$ cat config.mk
export PLATFORM = sky130hd
export DESIGN_NAME = stick_channel_and_telemetry_scaler_top_flat
export DESIGN_NICKNAME = d
export VERILOG_FILES = /design/src/rtl/stcs_pkg.sv /design/src/rtl/stcs_in_if.sv /design/src/rtl/stcs_out_if.sv /design/src/rtl/stcs_cfg_if.sv /design/src/rtl/stcs_top.sv /design/src/rtl/stcs_ctrl.sv /design/src/rtl/stcs_dp.sv /design/src/flat_wrapper.sv
export SDC_FILE = /design/constraint.sdc
export NUM_CORES = 2
export LEC_CHECK = 0
export BUFFER_PORTS_ARGS = -buffer_cell sky130_fd_sc_hd__clkbuf_2
export CORE_MARGIN = 2
export CORE_UTILIZATION = 51
export CTS_CLUSTER_DIAMETER = 50
export CTS_CLUSTER_SIZE = 25
export DETAILED_ROUTE_END_ITERATION = 10
export PLACE_DENSITY = 0.74
export SKIP_LAST_GASP = 1
export SYNTH_ARGS = -nofsm -noshare
export SYNTH_HDL_FRONTEND = slang
export SYNTH_SLANG_ARGS = --single-unit
$ cat constraint.sdc
create_clock -name i_clk -period 10.73 [get_ports i_clk]
set_input_delay 2.146 -clock i_clk [delete_from_list [all_inputs] [get_ports i_clk]]
set_output_delay 2.146 -clock i_clk [all_outputs]
set_load 0.02 [all_outputs]
$ cat src/rtl/stcs_pkg.sv
// Shared types, constants and helpers for the stick channel and telemetry scaler.
// Depends on nothing; every other file of the block refers to it by scoped names.
package stcs_pkg;

    localparam int SAMPLE_W     = 12;
    localparam int FULL_SCALE   = 4095;
    localparam int CENTER_RESET = 2048;

    // Stick channels
    localparam int CH_W     = 8;
    localparam int CH_MID   = 100;
    localparam int DEADBAND = 10;
    localparam int PCT_SCALE = 100;

    // Dial angles: base + 45 * x / 100, the divide by 100 done by reciprocal
    localparam int DIAL_LOW   = 135;
    localparam int DIAL_MID   = 180;
    localparam int DIAL_SPAN  = 45;
    localparam int DIAL_SHIFT = 19;
    localparam int DIAL_RECIP = (2**DIAL_SHIFT + PCT_SCALE - 1) / PCT_SCALE;

    // Shared divider: quotient is at most 100, so 7 restoring steps
    localparam int Q_W    = 7;
    localparam int DIV_W  = SAMPLE_W;
    localparam int NUM_W  = 19;
    localparam int DSH_W  = DIV_W + Q_W - 1;
    localparam int STEP_W = $clog2(Q_W);

    // Telemetry conversion
    localparam int ADC_SCALE   = 2890;
    localparam int ADC_SHIFT   = 12;
    localparam int CONV_W      = SAMPLE_W;
    localparam int TEMP_OFFSET = 760;
    localparam int TEMP_GAIN   = 10;
    localparam int TEMP_DIV    = 25;
    localparam int TEMP_BASE   = 25;
    localparam int TN_W        = 16;
    localparam int TDIV_SHIFT  = 17;
    localparam int TDIV_RECIP  = (2**TDIV_SHIFT + TEMP_DIV - 1) / TEMP_DIV;
    localparam int TQ_W        = 10;
    localparam int BAT_W       = 13;
    localparam int TEMP_W      = 11;
    localparam int BAT_MAX     = 5778;
    localparam int TEMP_MAX    = 876;

    // Averaging window
    localparam int AVG_COUNT = 10;
    localparam int CNT_W     = $clog2(AVG_COUNT + 1);
    localparam int BSUM_W    = $clog2(AVG_COUNT * BAT_MAX + 1);
    localparam int TSUM_W    = $clog2(AVG_COUNT * TEMP_MAX + 1) + 1;
    localparam int AVG_SHIFT = 21;
    localparam int AVG_RECIP = (2**AVG_SHIFT + AVG_COUNT - 1) / AVG_COUNT;
    localparam int RECIP_W   = AVG_SHIFT + 1;

    // Configuration port
    localparam int CFG_IDX_W = 4;

    typedef enum logic [CFG_IDX_W-1:0] {
        REG_STEER_CENTER    = 4'd0,
        REG_THROTTLE_CENTER = 4'd1
    } t_cfg_reg;

    typedef enum logic {
        CH_STEER    = 1'b0,
        CH_THROTTLE = 1'b1
    } t_chan;

    typedef enum logic [3:0] {
        ST_IDLE,
        ST_SDIV_LD,
        ST_SDIV,
        ST_TDIV_LD,
        ST_TDIV,
        ST_CHAN,
        ST_DIAL,
        ST_ACC,
        ST_AVG,
        ST_FINISH
    } t_state;

    typedef struct packed {
        logic  capture;
        logic  div_load;
        t_chan div_sel;
        logic  div_step;
        logic  save_chan;
        t_chan chan_sel;
        logic  tele_a;
        logic  tele_b;
        logic  tele_c;
        logic  dial;
        logic  acc;
        logic  avg;
        logic  out_load;
    } t_dp_cmd;

    typedef struct packed {
        logic out_free;
    } t_dp_stat;

    // Dial angle for a channel value; x is the distance from the base of its half.
    function automatic logic [CH_W-1:0] dial_of(input logic [CH_W-1:0] ch,
                                                input logic low_side);
        logic [Q_W-1:0]   x;
        logic [BAT_W-1:0] p;
        logic [24:0]      q;
        x = low_side ? ch[Q_W-1:0] : Q_W'(ch - CH_W'(CH_MID));
        p = BAT_W'(x) * BAT_W'(DIAL_SPAN);
        q = 25'(p) * 25'(DIAL_RECIP);
        return (low_side ? CH_W'(DIAL_LOW) : CH_W'(DIAL_MID)) + CH_W'(q >> DIAL_SHIFT);
    endfunction

endpackage

$ cat src/rtl/stcs_in_if.sv
// Sample channel: four converter samples per transaction.
// Depends on stcs_pkg for field widths.
interface stcs_in_if;
    logic                             valid;
    logic                             ready;
    logic [stcs_pkg::SAMPLE_W-1:0]    steer_sample;
    logic [stcs_pkg::SAMPLE_W-1:0]    throttle_sample;
    logic [stcs_pkg::SAMPLE_W-1:0]    temp_sample;
    logic [stcs_pkg::SAMPLE_W-1:0]    battery_sample;

    modport source (output valid, steer_sample, throttle_sample, temp_sample,
                    battery_sample, input ready);
    modport sink   (input valid, steer_sample, throttle_sample, temp_sample,
                    battery_sample, output ready);
endinterface

$ cat src/rtl/stcs_out_if.sv
// Result channel: stick channels, dial angles and averaged telemetry.
// Depends on stcs_pkg for field widths.
interface stcs_out_if;
    logic                                valid;
    logic                                ready;
    logic [stcs_pkg::CH_W-1:0]           steer_channel;
    logic [stcs_pkg::CH_W-1:0]           throttle_channel;
    logic [stcs_pkg::CH_W-1:0]           steer_dial;
    logic [stcs_pkg::CH_W-1:0]           throttle_dial;
    logic [stcs_pkg::BAT_W-1:0]          battery_mv;
    logic signed [stcs_pkg::TEMP_W-1:0]  temperature_c;
    logic                                averages_updated;

    modport source (output valid, steer_channel, throttle_channel, steer_dial,
                    throttle_dial, battery_mv, temperature_c, averages_updated,
                    input ready);
    modport sink   (input valid, steer_channel, throttle_channel, steer_dial,
                    throttle_dial, battery_mv, temperature_c, averages_updated,
                    output ready);
endinterface

$ cat src/rtl/stcs_cfg_if.sv
// Configuration write channel: register index and write data.
// Depends on stcs_pkg for field widths.
interface stcs_cfg_if;
    logic                             valid;
    logic                             ready;
    logic [stcs_pkg::CFG_IDX_W-1:0]   index;
    logic [stcs_pkg::SAMPLE_W-1:0]    data;

    modport source (output valid, index, data, input ready);
    modport sink   (input valid, index, data, output ready);
endinterface

$ cat src/rtl/stcs_top.sv
// Top level of the stick channel and telemetry scaler: sequencer plus datapath.
// Depends on stcs_pkg, stcs_in_if, stcs_out_if, stcs_cfg_if, stcs_ctrl, stcs_dp.
//
//  Channel  | Dir | Interface   | Payload
//  ---------+-----+-------------+------------------------------------------------
//  i_in     | in  | stcs_in_if  | steer/throttle/temp/battery samples, 12 b each
//  o_out    | out | stcs_out_if | channels, dials, battery_mv, temperature_c, flag
//  i_cfg    | in  | stcs_cfg_if | index (0 steer center, 1 throttle center), data
//
// Each transaction passes from acceptance to the result register through the sequencer's
// steps, most of them spent in the shared 7-step restoring divider, run once per stick.
// Samples are taken only while the sequencer is idle; a finished result waits
// in its own register, so the next transaction is accepted while it is unread.
// A result stalled downstream holds the sequencer in its last step.
// Synchronous active-low reset: centers to 2048, sums, count and averages to 0.
// Config writes are always accepted (ready tied high).
module stick_channel_and_telemetry_scaler_top (
    input  logic        i_clk,
    input  logic        i_rst_n,
    stcs_in_if.sink     i_in,
    stcs_out_if.source  o_out,
    stcs_cfg_if.sink    i_cfg
);

    stcs_pkg::t_dp_cmd  cmd;
    stcs_pkg::t_dp_stat stat;
    logic               in_ready;

    // register file never back-pressures
    assign i_cfg.ready = 1'b1;
    assign i_in.ready  = in_ready;

    stcs_ctrl u_ctrl (
        .i_clk      (i_clk),
        .i_rst_n    (i_rst_n),
        .i_in_valid (i_in.valid),
        .o_in_ready (in_ready),
        .o_cmd      (cmd),
        .i_stat     (stat)
    );

    stcs_dp u_dp (
        .i_clk              (i_clk),
        .i_rst_n            (i_rst_n),
        .i_cmd              (cmd),
        .o_stat             (stat),
        .i_steer_sample     (i_in.steer_sample),
        .i_throttle_sample  (i_in.throttle_sample),
        .i_temp_sample      (i_in.temp_sample),
        .i_battery_sample   (i_in.battery_sample),
        .i_cfg_we           (i_cfg.valid),
        .i_cfg_index        (i_cfg.index),
        .i_cfg_data         (i_cfg.data),
        .o_out_valid        (o_out.valid),
        .i_out_ready        (o_out.ready),
        .o_steer_channel    (o_out.steer_channel),
        .o_throttle_channel (o_out.throttle_channel),
        .o_steer_dial       (o_out.steer_dial),
        .o_throttle_dial    (o_out.throttle_dial),
        .o_battery_mv       (o_out.battery_mv),
        .o_temperature_c    (o_out.temperature_c),
        .o_averages_updated (o_out.averages_updated)
    );

endmodule

$ cat src/rtl/stcs_ctrl.sv
// Sequencer for the scaler: walks each transaction through the datapath steps.
// Depends on stcs_pkg (state enum, command and status structs).
module stcs_ctrl (
    input  logic               i_clk,
    input  logic               i_rst_n,
    input  logic               i_in_valid,
    output logic               o_in_ready,
    output stcs_pkg::t_dp_cmd  o_cmd,
    input  stcs_pkg::t_dp_stat i_stat
);

    stcs_pkg::t_state                 r_state, n_state;
    logic [stcs_pkg::STEP_W-1:0]      r_step, n_step;

    localparam logic [stcs_pkg::STEP_W-1:0] LAST_STEP = stcs_pkg::STEP_W'(stcs_pkg::Q_W - 1);

    always_ff @(posedge i_clk) begin
        if (!i_rst_n) begin
            r_state <= stcs_pkg::ST_IDLE;
            r_step  <= '0;
        end else begin
            r_state <= n_state;
            r_step  <= n_step;
        end
    end

    always_comb begin
        n_state    = r_state;
        n_step     = r_step;
        o_in_ready = 1'b0;
        o_cmd      = '0;
        case (r_state)
            stcs_pkg::ST_IDLE: begin
                o_in_ready = 1'b1;
                if (i_in_valid) begin
                    o_cmd.capture = 1'b1;
                    n_state       = stcs_pkg::ST_SDIV_LD;
                end
            end
            stcs_pkg::ST_SDIV_LD: begin
                o_cmd.div_load = 1'b1;
                o_cmd.div_sel  = stcs_pkg::CH_STEER;
                o_cmd.tele_a   = 1'b1;
                n_step         = '0;
                n_state        = stcs_pkg::ST_SDIV;
            end
            stcs_pkg::ST_SDIV: begin
                o_cmd.div_step = 1'b1;
                n_step         = r_step + 1'b1;
                if (r_step == LAST_STEP) begin
                    n_state = stcs_pkg::ST_TDIV_LD;
                end
            end
            stcs_pkg::ST_TDIV_LD: begin
                o_cmd.save_chan = 1'b1;
                o_cmd.chan_sel  = stcs_pkg::CH_STEER;
                o_cmd.div_load  = 1'b1;
                o_cmd.div_sel   = stcs_pkg::CH_THROTTLE;
                o_cmd.tele_b    = 1'b1;
                n_step          = '0;
                n_state         = stcs_pkg::ST_TDIV;
            end
            stcs_pkg::ST_TDIV: begin
                o_cmd.div_step = 1'b1;
                n_step         = r_step + 1'b1;
                if (r_step == LAST_STEP) begin
                    n_state = stcs_pkg::ST_CHAN;
                end
            end
            stcs_pkg::ST_CHAN: begin
                o_cmd.save_chan = 1'b1;
                o_cmd.chan_sel  = stcs_pkg::CH_THROTTLE;
                o_cmd.tele_c    = 1'b1;
                n_state         = stcs_pkg::ST_DIAL;
            end
            stcs_pkg::ST_DIAL: begin
                o_cmd.dial = 1'b1;
                n_state    = stcs_pkg::ST_ACC;
            end
            stcs_pkg::ST_ACC: begin
                o_cmd.acc = 1'b1;
                n_state   = stcs_pkg::ST_AVG;
            end
            stcs_pkg::ST_AVG: begin
                o_cmd.avg = 1'b1;
                n_state   = stcs_pkg::ST_FINISH;
            end
            stcs_pkg::ST_FINISH: begin
                if (i_stat.out_free) begin
                    o_cmd.out_load = 1'b1;
                    n_state        = stcs_pkg::ST_IDLE;
                end
            end
            default: begin
                n_state = stcs_pkg::ST_IDLE;
            end
        endcase
    end

endmodule

$ cat src/rtl/stcs_dp.sv
// Datapath for the scaler: center registers, shared restoring divider,
// channel and dial mapping, telemetry conversion, averaging and output register.
// Depends on stcs_pkg (constants, command/status structs, dial_of).
module stcs_dp (
    input  logic                               i_clk,
    input  logic                               i_rst_n,
    input  stcs_pkg::t_dp_cmd                  i_cmd,
    output stcs_pkg::t_dp_stat                 o_stat,
    // sample payload
    input  logic [stcs_pkg::SAMPLE_W-1:0]      i_steer_sample,
    input  logic [stcs_pkg::SAMPLE_W-1:0]      i_throttle_sample,
    input  logic [stcs_pkg::SAMPLE_W-1:0]      i_temp_sample,
    input  logic [stcs_pkg::SAMPLE_W-1:0]      i_battery_sample,
    // register writes
    input  logic                               i_cfg_we,
    input  logic [stcs_pkg::CFG_IDX_W-1:0]     i_cfg_index,
    input  logic [stcs_pkg::SAMPLE_W-1:0]      i_cfg_data,
    // result register
    output logic                               o_out_valid,
    input  logic                               i_out_ready,
    output logic [stcs_pkg::CH_W-1:0]          o_steer_channel,
    output logic [stcs_pkg::CH_W-1:0]          o_throttle_channel,
    output logic [stcs_pkg::CH_W-1:0]          o_steer_dial,
    output logic [stcs_pkg::CH_W-1:0]          o_throttle_dial,
    output logic [stcs_pkg::BAT_W-1:0]         o_battery_mv,
    output logic signed [stcs_pkg::TEMP_W-1:0] o_temperature_c,
    output logic                               o_averages_updated
);

    localparam int SW  = stcs_pkg::SAMPLE_W;
    localparam int CW  = stcs_pkg::CH_W;
    localparam int CPW = 2 * SW;
    localparam int BPW = stcs_pkg::BSUM_W + stcs_pkg::RECIP_W;
    localparam int TPW = stcs_pkg::TSUM_W + stcs_pkg::RECIP_W;
    localparam int TMW = stcs_pkg::TN_W - 1;
    localparam int TRW = TMW + 14;

    // centers
    logic [SW-1:0] r_steer_center, r_throttle_center;

    // captured samples
    logic [SW-1:0] r_ss, r_ts, r_ms, r_bs;

    // divider
    logic [stcs_pkg::NUM_W-1:0] r_rem;
    logic [stcs_pkg::DSH_W-1:0] r_dsh;
    logic [stcs_pkg::Q_W-1:0]   r_q;
    logic                       r_low, r_zero;

    // channels and dials
    logic [CW-1:0] r_sch, r_tch, r_sdial, r_tdial;

    // telemetry
    logic [stcs_pkg::CONV_W-1:0]          r_t0;
    logic [stcs_pkg::BAT_W-1:0]           r_bat;
    logic signed [stcs_pkg::TN_W-1:0]     r_tn;
    logic signed [stcs_pkg::TEMP_W-1:0]   r_temp;

    // averaging
    logic [stcs_pkg::BSUM_W-1:0]          r_bsum, r_bfin;
    logic signed [stcs_pkg::TSUM_W-1:0]   r_tsum, r_tfin;
    logic [stcs_pkg::CNT_W-1:0]           r_cnt;
    logic                                 r_upd;
    logic [stcs_pkg::BAT_W-1:0]           r_bavg;
    logic signed [stcs_pkg::TEMP_W-1:0]   r_tavg;

    // result register
    logic                                 r_out_valid;
    logic [CW-1:0]                        r_o_sch, r_o_tch, r_o_sdial, r_o_tdial;
    logic [stcs_pkg::BAT_W-1:0]           r_o_bat;
    logic signed [stcs_pkg::TEMP_W-1:0]   r_o_temp;
    logic                                 r_o_upd;

    // divider load operands
    logic [SW-1:0]              ld_center, ld_sample, ld_diff, ld_divisor;
    logic                       ld_low;
    logic [stcs_pkg::NUM_W-1:0] ld_num;
    logic                       step_fit;
    logic [stcs_pkg::Q_W-1:0]   pct;
    logic [CW-1:0]              pct_w;

    // telemetry helpers
    logic [CPW-1:0]                   t_prod, b_prod;
    logic signed [stcs_pkg::TN_W-1:0] t_delta;
    logic                             tn_neg;
    logic [TMW-1:0]                   tn_mag;
    logic [TRW-1:0]                   tq_prod;
    logic [stcs_pkg::TQ_W-1:0]        tq;

    // averaging helpers
    logic [stcs_pkg::BSUM_W-1:0]        bsum_n;
    logic signed [stcs_pkg::TSUM_W-1:0] tsum_n;
    logic [stcs_pkg::CNT_W-1:0]         cnt_n;
    logic [BPW-1:0]                     bavg_prod;
    logic                               tfin_neg;
    logic [stcs_pkg::TSUM_W-1:0]        tfin_mag;
    logic [TPW-1:0]                     tavg_prod;
    logic [stcs_pkg::TEMP_W-1:0]        tavg_q;

    assign o_stat.out_free = !r_out_valid || i_out_ready;

    always_comb begin
        ld_center  = (i_cmd.div_sel == stcs_pkg::CH_THROTTLE) ? r_throttle_center
                                                              : r_steer_center;
        ld_sample  = (i_cmd.div_sel == stcs_pkg::CH_THROTTLE) ? r_ts : r_ss;
        ld_low     = ld_center > ld_sample;
        ld_diff    = ld_low ? (ld_center - ld_sample) : (ld_sample - ld_center);
        ld_divisor = ld_low ? ld_center : (SW'(stcs_pkg::FULL_SCALE) - ld_center);
        ld_num     = stcs_pkg::NUM_W'(ld_diff) * stcs_pkg::NUM_W'(stcs_pkg::PCT_SCALE);
        step_fit   = stcs_pkg::NUM_W'(r_dsh) <= r_rem;

        // dead band and zero divisor both give no deflection
        pct   = (r_zero || (r_q <= stcs_pkg::Q_W'(stcs_pkg::DEADBAND))) ? '0 : r_q;
        pct_w = CW'(pct);

        t_prod  = CPW'(r_ms) * CPW'(stcs_pkg::ADC_SCALE);
        b_prod  = CPW'(r_bs) * CPW'(stcs_pkg::ADC_SCALE);
        t_delta = $signed({{(stcs_pkg::TN_W - stcs_pkg::CONV_W){1'b0}}, r_t0})
                  - stcs_pkg::TN_W'(stcs_pkg::TEMP_OFFSET);
        tn_neg  = r_tn[stcs_pkg::TN_W-1];
        tn_mag  = tn_neg ? TMW'(-r_tn) : TMW'(r_tn);
        tq_prod = TRW'(tn_mag) * TRW'(stcs_pkg::TDIV_RECIP);
        tq      = stcs_pkg::TQ_W'(tq_prod >> stcs_pkg::TDIV_SHIFT);

        bsum_n = r_bsum + stcs_pkg::BSUM_W'(r_bat);
        tsum_n = r_tsum + stcs_pkg::TSUM_W'(r_temp);
        cnt_n  = r_cnt + 1'b1;

        bavg_prod = BPW'(r_bfin) * BPW'(stcs_pkg::AVG_RECIP);
        tfin_neg  = r_tfin[stcs_pkg::TSUM_W-1];
        tfin_mag  = tfin_neg ? stcs_pkg::TSUM_W'(-r_tfin) : stcs_pkg::TSUM_W'(r_tfin);
        tavg_prod = TPW'(tfin_mag) * TPW'(stcs_pkg::AVG_RECIP);
        tavg_q    = stcs_pkg::TEMP_W'(tavg_prod >> stcs_pkg::AVG_SHIFT);
    end

    // control state: centers, window, averages, result valid
    always_ff @(posedge i_clk) begin
        if (!i_rst_n) begin
            r_steer_center    <= SW'(stcs_pkg::CENTER_RESET);
            r_throttle_center <= SW'(stcs_pkg::CENTER_RESET);
            r_bsum            <= '0;
            r_tsum            <= '0;
            r_cnt             <= '0;
            r_upd             <= 1'b0;
            r_bavg            <= '0;
            r_tavg            <= '0;
            r_out_valid       <= 1'b0;
        end else begin
            if (i_cfg_we) begin
                case (stcs_pkg::t_cfg_reg'(i_cfg_index))
                    stcs_pkg::REG_STEER_CENTER:    r_steer_center    <= i_cfg_data;
                    stcs_pkg::REG_THROTTLE_CENTER: r_throttle_center <= i_cfg_data;
                    default: ;
                endcase
            end
            if (i_cmd.acc) begin
                if (cnt_n == stcs_pkg::CNT_W'(stcs_pkg::AVG_COUNT)) begin
                    r_bsum <= '0;
                    r_tsum <= '0;
                    r_cnt  <= '0;
                    r_upd  <= 1'b1;
                end else begin
                    r_bsum <= bsum_n;
                    r_tsum <= tsum_n;
                    r_cnt  <= cnt_n;
                    r_upd  <= 1'b0;
                end
            end
            if (i_cmd.avg && r_upd) begin
                r_bavg <= stcs_pkg::BAT_W'(bavg_prod >> stcs_pkg::AVG_SHIFT);
                r_tavg <= tfin_neg ? -$signed(tavg_q) : $signed(tavg_q);
            end
            if (i_cmd.out_load) begin
                r_out_valid <= 1'b1;
            end else if (i_out_ready) begin
                r_out_valid <= 1'b0;
            end
        end
    end

    // payload registers
    always_ff @(posedge i_clk) begin
        if (i_cmd.capture) begin
            r_ss <= i_steer_sample;
            r_ts <= i_throttle_sample;
            r_ms <= i_temp_sample;
            r_bs <= i_battery_sample;
        end
        if (i_cmd.div_load) begin
            r_rem  <= ld_num;
            r_dsh  <= {ld_divisor, {(stcs_pkg::Q_W - 1){1'b0}}};
            r_q    <= '0;
            r_low  <= ld_low;
            r_zero <= (ld_divisor == '0);
        end else if (i_cmd.div_step) begin
            if (step_fit) begin
                r_rem <= r_rem - stcs_pkg::NUM_W'(r_dsh);
            end
            r_q   <= {r_q[stcs_pkg::Q_W-2:0], step_fit};
            r_dsh <= r_dsh >> 1;
        end
        if (i_cmd.save_chan) begin
            if (i_cmd.chan_sel == stcs_pkg::CH_STEER) begin
                r_sch <= r_low ? (CW'(stcs_pkg::CH_MID) - pct_w)
                               : (CW'(stcs_pkg::CH_MID) + pct_w);
            end else begin
                r_tch <= r_low ? (CW'(stcs_pkg::CH_MID) + pct_w)
                               : (CW'(stcs_pkg::CH_MID) - pct_w);
            end
        end
        if (i_cmd.tele_a) begin
            r_t0  <= stcs_pkg::CONV_W'(t_prod >> stcs_pkg::ADC_SHIFT);
            r_bat <= {stcs_pkg::CONV_W'(b_prod >> stcs_pkg::ADC_SHIFT), 1'b0};
        end
        if (i_cmd.tele_b) begin
            r_tn <= stcs_pkg::TN_W'(t_delta * stcs_pkg::TN_W'(stcs_pkg::TEMP_GAIN));
        end
        if (i_cmd.tele_c) begin
            // truncation toward zero, then the 25 degree offset
            r_temp <= tn_neg
                ? stcs_pkg::TEMP_W'(stcs_pkg::TEMP_BASE) - stcs_pkg::TEMP_W'(tq)
                : stcs_pkg::TEMP_W'(stcs_pkg::TEMP_BASE) + stcs_pkg::TEMP_W'(tq);
        end
        if (i_cmd.dial) begin
            r_sdial <= stcs_pkg::dial_of(r_sch, r_sch <= CW'(stcs_pkg::CH_MID));
            r_tdial <= stcs_pkg::dial_of(r_tch, r_tch <  CW'(stcs_pkg::CH_MID));
        end
        if (i_cmd.acc && (cnt_n == stcs_pkg::CNT_W'(stcs_pkg::AVG_COUNT))) begin
            r_bfin <= bsum_n;
            r_tfin <= tsum_n;
        end
        if (i_cmd.out_load) begin
            r_o_sch   <= r_sch;
            r_o_tch   <= r_tch;
            r_o_sdial <= r_sdial;
            r_o_tdial <= r_tdial;
            r_o_bat   <= r_bavg;
            r_o_temp  <= r_tavg;
            r_o_upd   <= r_upd;
        end
    end

    assign o_out_valid        = r_out_valid;
    assign o_steer_channel    = r_o_sch;
    assign o_throttle_channel = r_o_tch;
    assign o_steer_dial       = r_o_sdial;
    assign o_throttle_dial    = r_o_tdial;
    assign o_battery_mv       = r_o_bat;
    assign o_temperature_c    = r_o_temp;
    assign o_averages_updated = r_o_upd;

endmodule

$ cat src/flat_wrapper.sv
// flat-port wrapper written by rule: the top's interface ports become plain ports
module stick_channel_and_telemetry_scaler_top_flat 
  (i_clk, i_rst_n, i_in_valid, i_in_steer_sample, i_in_throttle_sample, i_in_temp_sample, i_in_battery_sample, i_in_ready, o_out_valid, o_out_steer_channel, o_out_throttle_channel, o_out_steer_dial, o_out_throttle_dial, o_out_battery_mv, o_out_temperature_c, o_out_averages_updated, o_out_ready, i_cfg_valid, i_cfg_index, i_cfg_data, i_cfg_ready);
  stcs_in_if i_in_i ();
  stcs_out_if o_out_i ();
  stcs_cfg_if i_cfg_i ();
  input  logic i_clk;
  input  logic i_rst_n;
  input wire logic [$bits(i_in_i.valid)-1:0] i_in_valid;
  input wire logic [$bits(i_in_i.steer_sample)-1:0] i_in_steer_sample;
  input wire logic [$bits(i_in_i.throttle_sample)-1:0] i_in_throttle_sample;
  input wire logic [$bits(i_in_i.temp_sample)-1:0] i_in_temp_sample;
  input wire logic [$bits(i_in_i.battery_sample)-1:0] i_in_battery_sample;
  output wire logic [$bits(i_in_i.ready)-1:0] i_in_ready;
  output wire logic [$bits(o_out_i.valid)-1:0] o_out_valid;
  output wire logic [$bits(o_out_i.steer_channel)-1:0] o_out_steer_channel;
  output wire logic [$bits(o_out_i.throttle_channel)-1:0] o_out_throttle_channel;
  output wire logic [$bits(o_out_i.steer_dial)-1:0] o_out_steer_dial;
  output wire logic [$bits(o_out_i.throttle_dial)-1:0] o_out_throttle_dial;
  output wire logic [$bits(o_out_i.battery_mv)-1:0] o_out_battery_mv;
  output wire logic [$bits(o_out_i.temperature_c)-1:0] o_out_temperature_c;
  output wire logic [$bits(o_out_i.averages_updated)-1:0] o_out_averages_updated;
  input wire logic [$bits(o_out_i.ready)-1:0] o_out_ready;
  input wire logic [$bits(i_cfg_i.valid)-1:0] i_cfg_valid;
  input wire logic [$bits(i_cfg_i.index)-1:0] i_cfg_index;
  input wire logic [$bits(i_cfg_i.data)-1:0] i_cfg_data;
  output wire logic [$bits(i_cfg_i.ready)-1:0] i_cfg_ready;
  assign i_in_i.valid = i_in_valid;
  assign i_in_i.steer_sample = i_in_steer_sample;
  assign i_in_i.throttle_sample = i_in_throttle_sample;
  assign i_in_i.temp_sample = i_in_temp_sample;
  assign i_in_i.battery_sample = i_in_battery_sample;
  assign i_in_ready = i_in_i.ready;
  assign o_out_valid = o_out_i.valid;
  assign o_out_steer_channel = o_out_i.steer_channel;
  assign o_out_throttle_channel = o_out_i.throttle_channel;
  assign o_out_steer_dial = o_out_i.steer_dial;
  assign o_out_throttle_dial = o_out_i.throttle_dial;
  assign o_out_battery_mv = o_out_i.battery_mv;
  assign o_out_temperature_c = o_out_i.temperature_c;
  assign o_out_averages_updated = o_out_i.averages_updated;
  assign o_out_i.ready = o_out_ready;
  assign i_cfg_i.valid = i_cfg_valid;
  assign i_cfg_i.index = i_cfg_index;
  assign i_cfg_i.data = i_cfg_data;
  assign i_cfg_ready = i_cfg_i.ready;
  stick_channel_and_telemetry_scaler_top u_core (.i_clk(i_clk), .i_rst_n(i_rst_n), .i_in(i_in_i), .o_out(o_out_i), .i_cfg(i_cfg_i));
endmodule
==> results.ini <==
[clock_network]
clk_pin_slew_ns = 0.07
holdBufCountCts = 0
cts_buffers = 49
cts_max_level = 2
cts_buffer_depth = 3
cts_tree = yes
clk-insertion-delay-late_ns = 0.63
cts.sinks = 350
cts_root_buffer = clkbuf_16

[layout]
drive_gt1_share_pct = 7.36
fill_cells = 6838
nets = 5554
fin_area_um2 = 45300
n_antenna_cell = 0
area_growth_pct = 9.60

[route]
drt-total-wl_mm = 82.0
firstDrtPassIters = 5
drc_errors = 0
wire_per_inst_um = 15.4
avgViaCountPerCell = 5.27
dr_total_vias = 28111
ant_nets = 0
drt_iter0_markers = 1467

[job]
max-cap-violations = 0

[place]
place_area_um2 = 43300
hpwl_mm = 68.2
portBuffers = 125
gp_congestion = 0.904

[synth]
synth_adder_area_share_pct = 45.0
synth_cell_types = 85
syn_inst = 4090
syn_area_per_cell_um2 = 10.1
yosys_warnings = 0
synth_top_family_by_area = adder cells
synthSimpleGateAreaFrac_pct = 6.99
synth_compound_area_share_pct = 9.39
synth_edf_count = 244
synthXorXnorAreaFrac_pct = 5.27
synthFlopType = edfxtp_1
synth.area.mux_share_pct = 1.60
yosys_register_bits = 350
seq_area_frac_synth_pct = 22.9
syn_area_um2 = 41300
async_flop_share_pct = 0

[critical_path]
cp-start-kind = flip-flop
critPathSlowestCell = fa_1
crit_arrival_ns = 10.49
path_delay_family = adder cells
path_common_cell = inv_1
worstSetupPathType = flip-flop to flip-flop
cp-end-kind = flip-flop
critPathBufInv = 9
cp_slowest_stage_delay_ns = 0.56
critPathMaxFanout = 5
cp.required_ns = 11.06

[timing]
setup_violations = 0
skew_ns = 0.0454
drv_slew = 0
fmax_ghz = 0.0985
worst_pin_slew_ns = 0.892
hold_viol = 0
fin_crit_ns = 10.16
slew_headroom_pct = 38.9
post-route-period-util_pct = 94.6

[global_routing]
grt_pass1_wl_mm = 139
gr-total-overflow = 0
grt_max_degree = 73
antenna_found_initial = 0
grt_usage_pct = 20.4
grt_pass1_vias = 28936

[die]
die_h_um = 289
ios = 129
dieArea_um2 = 83300
core_area_um2 = 80400
dieWidth_um = 289
num_rows = 104
start_util_pct = 51.4

[outcome]
status = finished, final reports clean

[worst_hold_path]
hold_path.class = flip-flop to flip-flop

[what timing repair did]
action                                  4_1_cts  5_1_grt
gates resized for setup                       0       17
setup buffers                                 1        5
endpoints found under the setup margin        1       12
pin swaps                                     1        3
cloned                                        0        0
[Yosys cell counts (all sizes together), types with 57 or more instances]
| cell type | number | share of area [%] |
|---|---|---|
| mux2i | 57 | 1.4 |
| xnor2 | 169 | 3.6 |
| a21o | 61 | 1.1 |
| xor2 | 78 | 1.7 |
| inv | 904 | 8.2 |
| nand2 | 173 | 1.6 |
| fa | 395 | 19 |
| clkbuf | 58 | 0.53 |
| o21ai | 108 | 1.3 |
| ha | 852 | 26 |
| nor2 | 182 | 1.7 |
| dfxtp | 106 | 5.1 |
| a21oi | 170 | 2.1 |
| edfxtp | 244 | 18 |
[layout by cell type (no fill, tap or decap), types with 74 or more instances in the layout]
cell,count
ha_1,852
clkbuf_2,125
xnor2_1,167
a21oi_1,164
xor2_1,74
edfxtp_1,244
nand2_1,173
inv_1,903
dfxtp_1,106
nor2_1,177
o21ai_0,95
fa_1,395
[worst register-to-register path, delay by kind of cell, from the launching register on]
family	cells	cell delay, ns
adders and majority gates	12	4.59
AOI/OAI and AO/OA	16	3.14
buffers and inverters	9	0.80
xor gates and xnor gates	4	0.69
DFF	1	0.41
muxes	1	0.28
[through the flow]
stage	worst slack [ns]	hold WS [ns]	utilization, %	cells	TNS [ns]
final	0.574	0.404	56.3	5338	0
after global routing	-0.0151	0.410	56.3	5338	-0.0179
after CTS	0.116	0.396	56.2	5333	0
after detailed placement	-0.0340	0.405	53.8	5241	-0.0340
after global placement	0.398	0.405	53.8	5241	0
after floorplan	0.892	0.400	-	4096	0
[cell type report]
cell class | instances | area [um^2] | area share (%)
Multi-Input combinational cell | 2772 | 28300 | 62.6
Tap cell | 1060 | 1330 | 2.93
Inverter | 904 | 3390 | 7.50
Clock buffer | 50 | 1250 | 2.76
Clock inverter | 41 | 624 | 1.38
Timing Repair Buffer | 161 | 896 | 1.98
Sequential cell | 350 | 9450 | 20.9
[flip-flops by register name (all words and copies together), names as in the netlist, 13 cells and up]
signal	flops
u_core.u_dp.r_tfin	15
u_core.u_dp.r_tsum	15
u_core.u_dp.r_dsh	18
u_core.u_dp.r_bsum	15
u_core.u_dp.r_rem	19
u_core.u_dp.r_tn	15
u_core.u_dp.r_bfin	15
u_core.u_dp.o_battery_mv	13
u_core.u_dp.r_bavg	13
[layer usage]
| metal | share of wire (%) | track usage, % |
|---|---|---|
| met1 | 46 | 27.7 |
| met2 | 47 | 34.9 |
| met3 | 4.8 | 3.11 |
| met4 | 1.7 | 3.99 |
| met5 | 0 | 0 |
[path summary, 6_finish.rpt]
path	slack [ns]	to	from	cells after the start
worst max-delay path	0.57	u_core.u_dp.r_tdial[3]$_DFFE_PP_	u_core.u_dp.r_tch[2]$_DFFE_PP_	42
worst min-delay path	0.40	u_core.u_dp.o_throttle_dial[1]$_DFFE_PP_	u_core.u_dp.r_tdial[1]$_DFFE_PP_	0
worst max register to register	0.57	u_core.u_dp.r_tdial[3]$_DFFE_PP_	u_core.u_dp.r_tch[2]$_DFFE_PP_	42
worst min register to register	0.40	u_core.u_dp.o_throttle_dial[1]$_DFFE_PP_	u_core.u_dp.r_tdial[1]$_DFFE_PP_	0
[cells by family after synthesis]
group,after synthesis
DFF,350
adders and majority gates,1247
buffers and inverters,974
other,2
muxes,65
AOI/OAI and AO/OA,588
xor gates and xnor gates,247
and+or+nand+nor,617
Power is not shown: default switching activity piles up to over one toggle a cycle in this logic, so the estimate is an artifact.
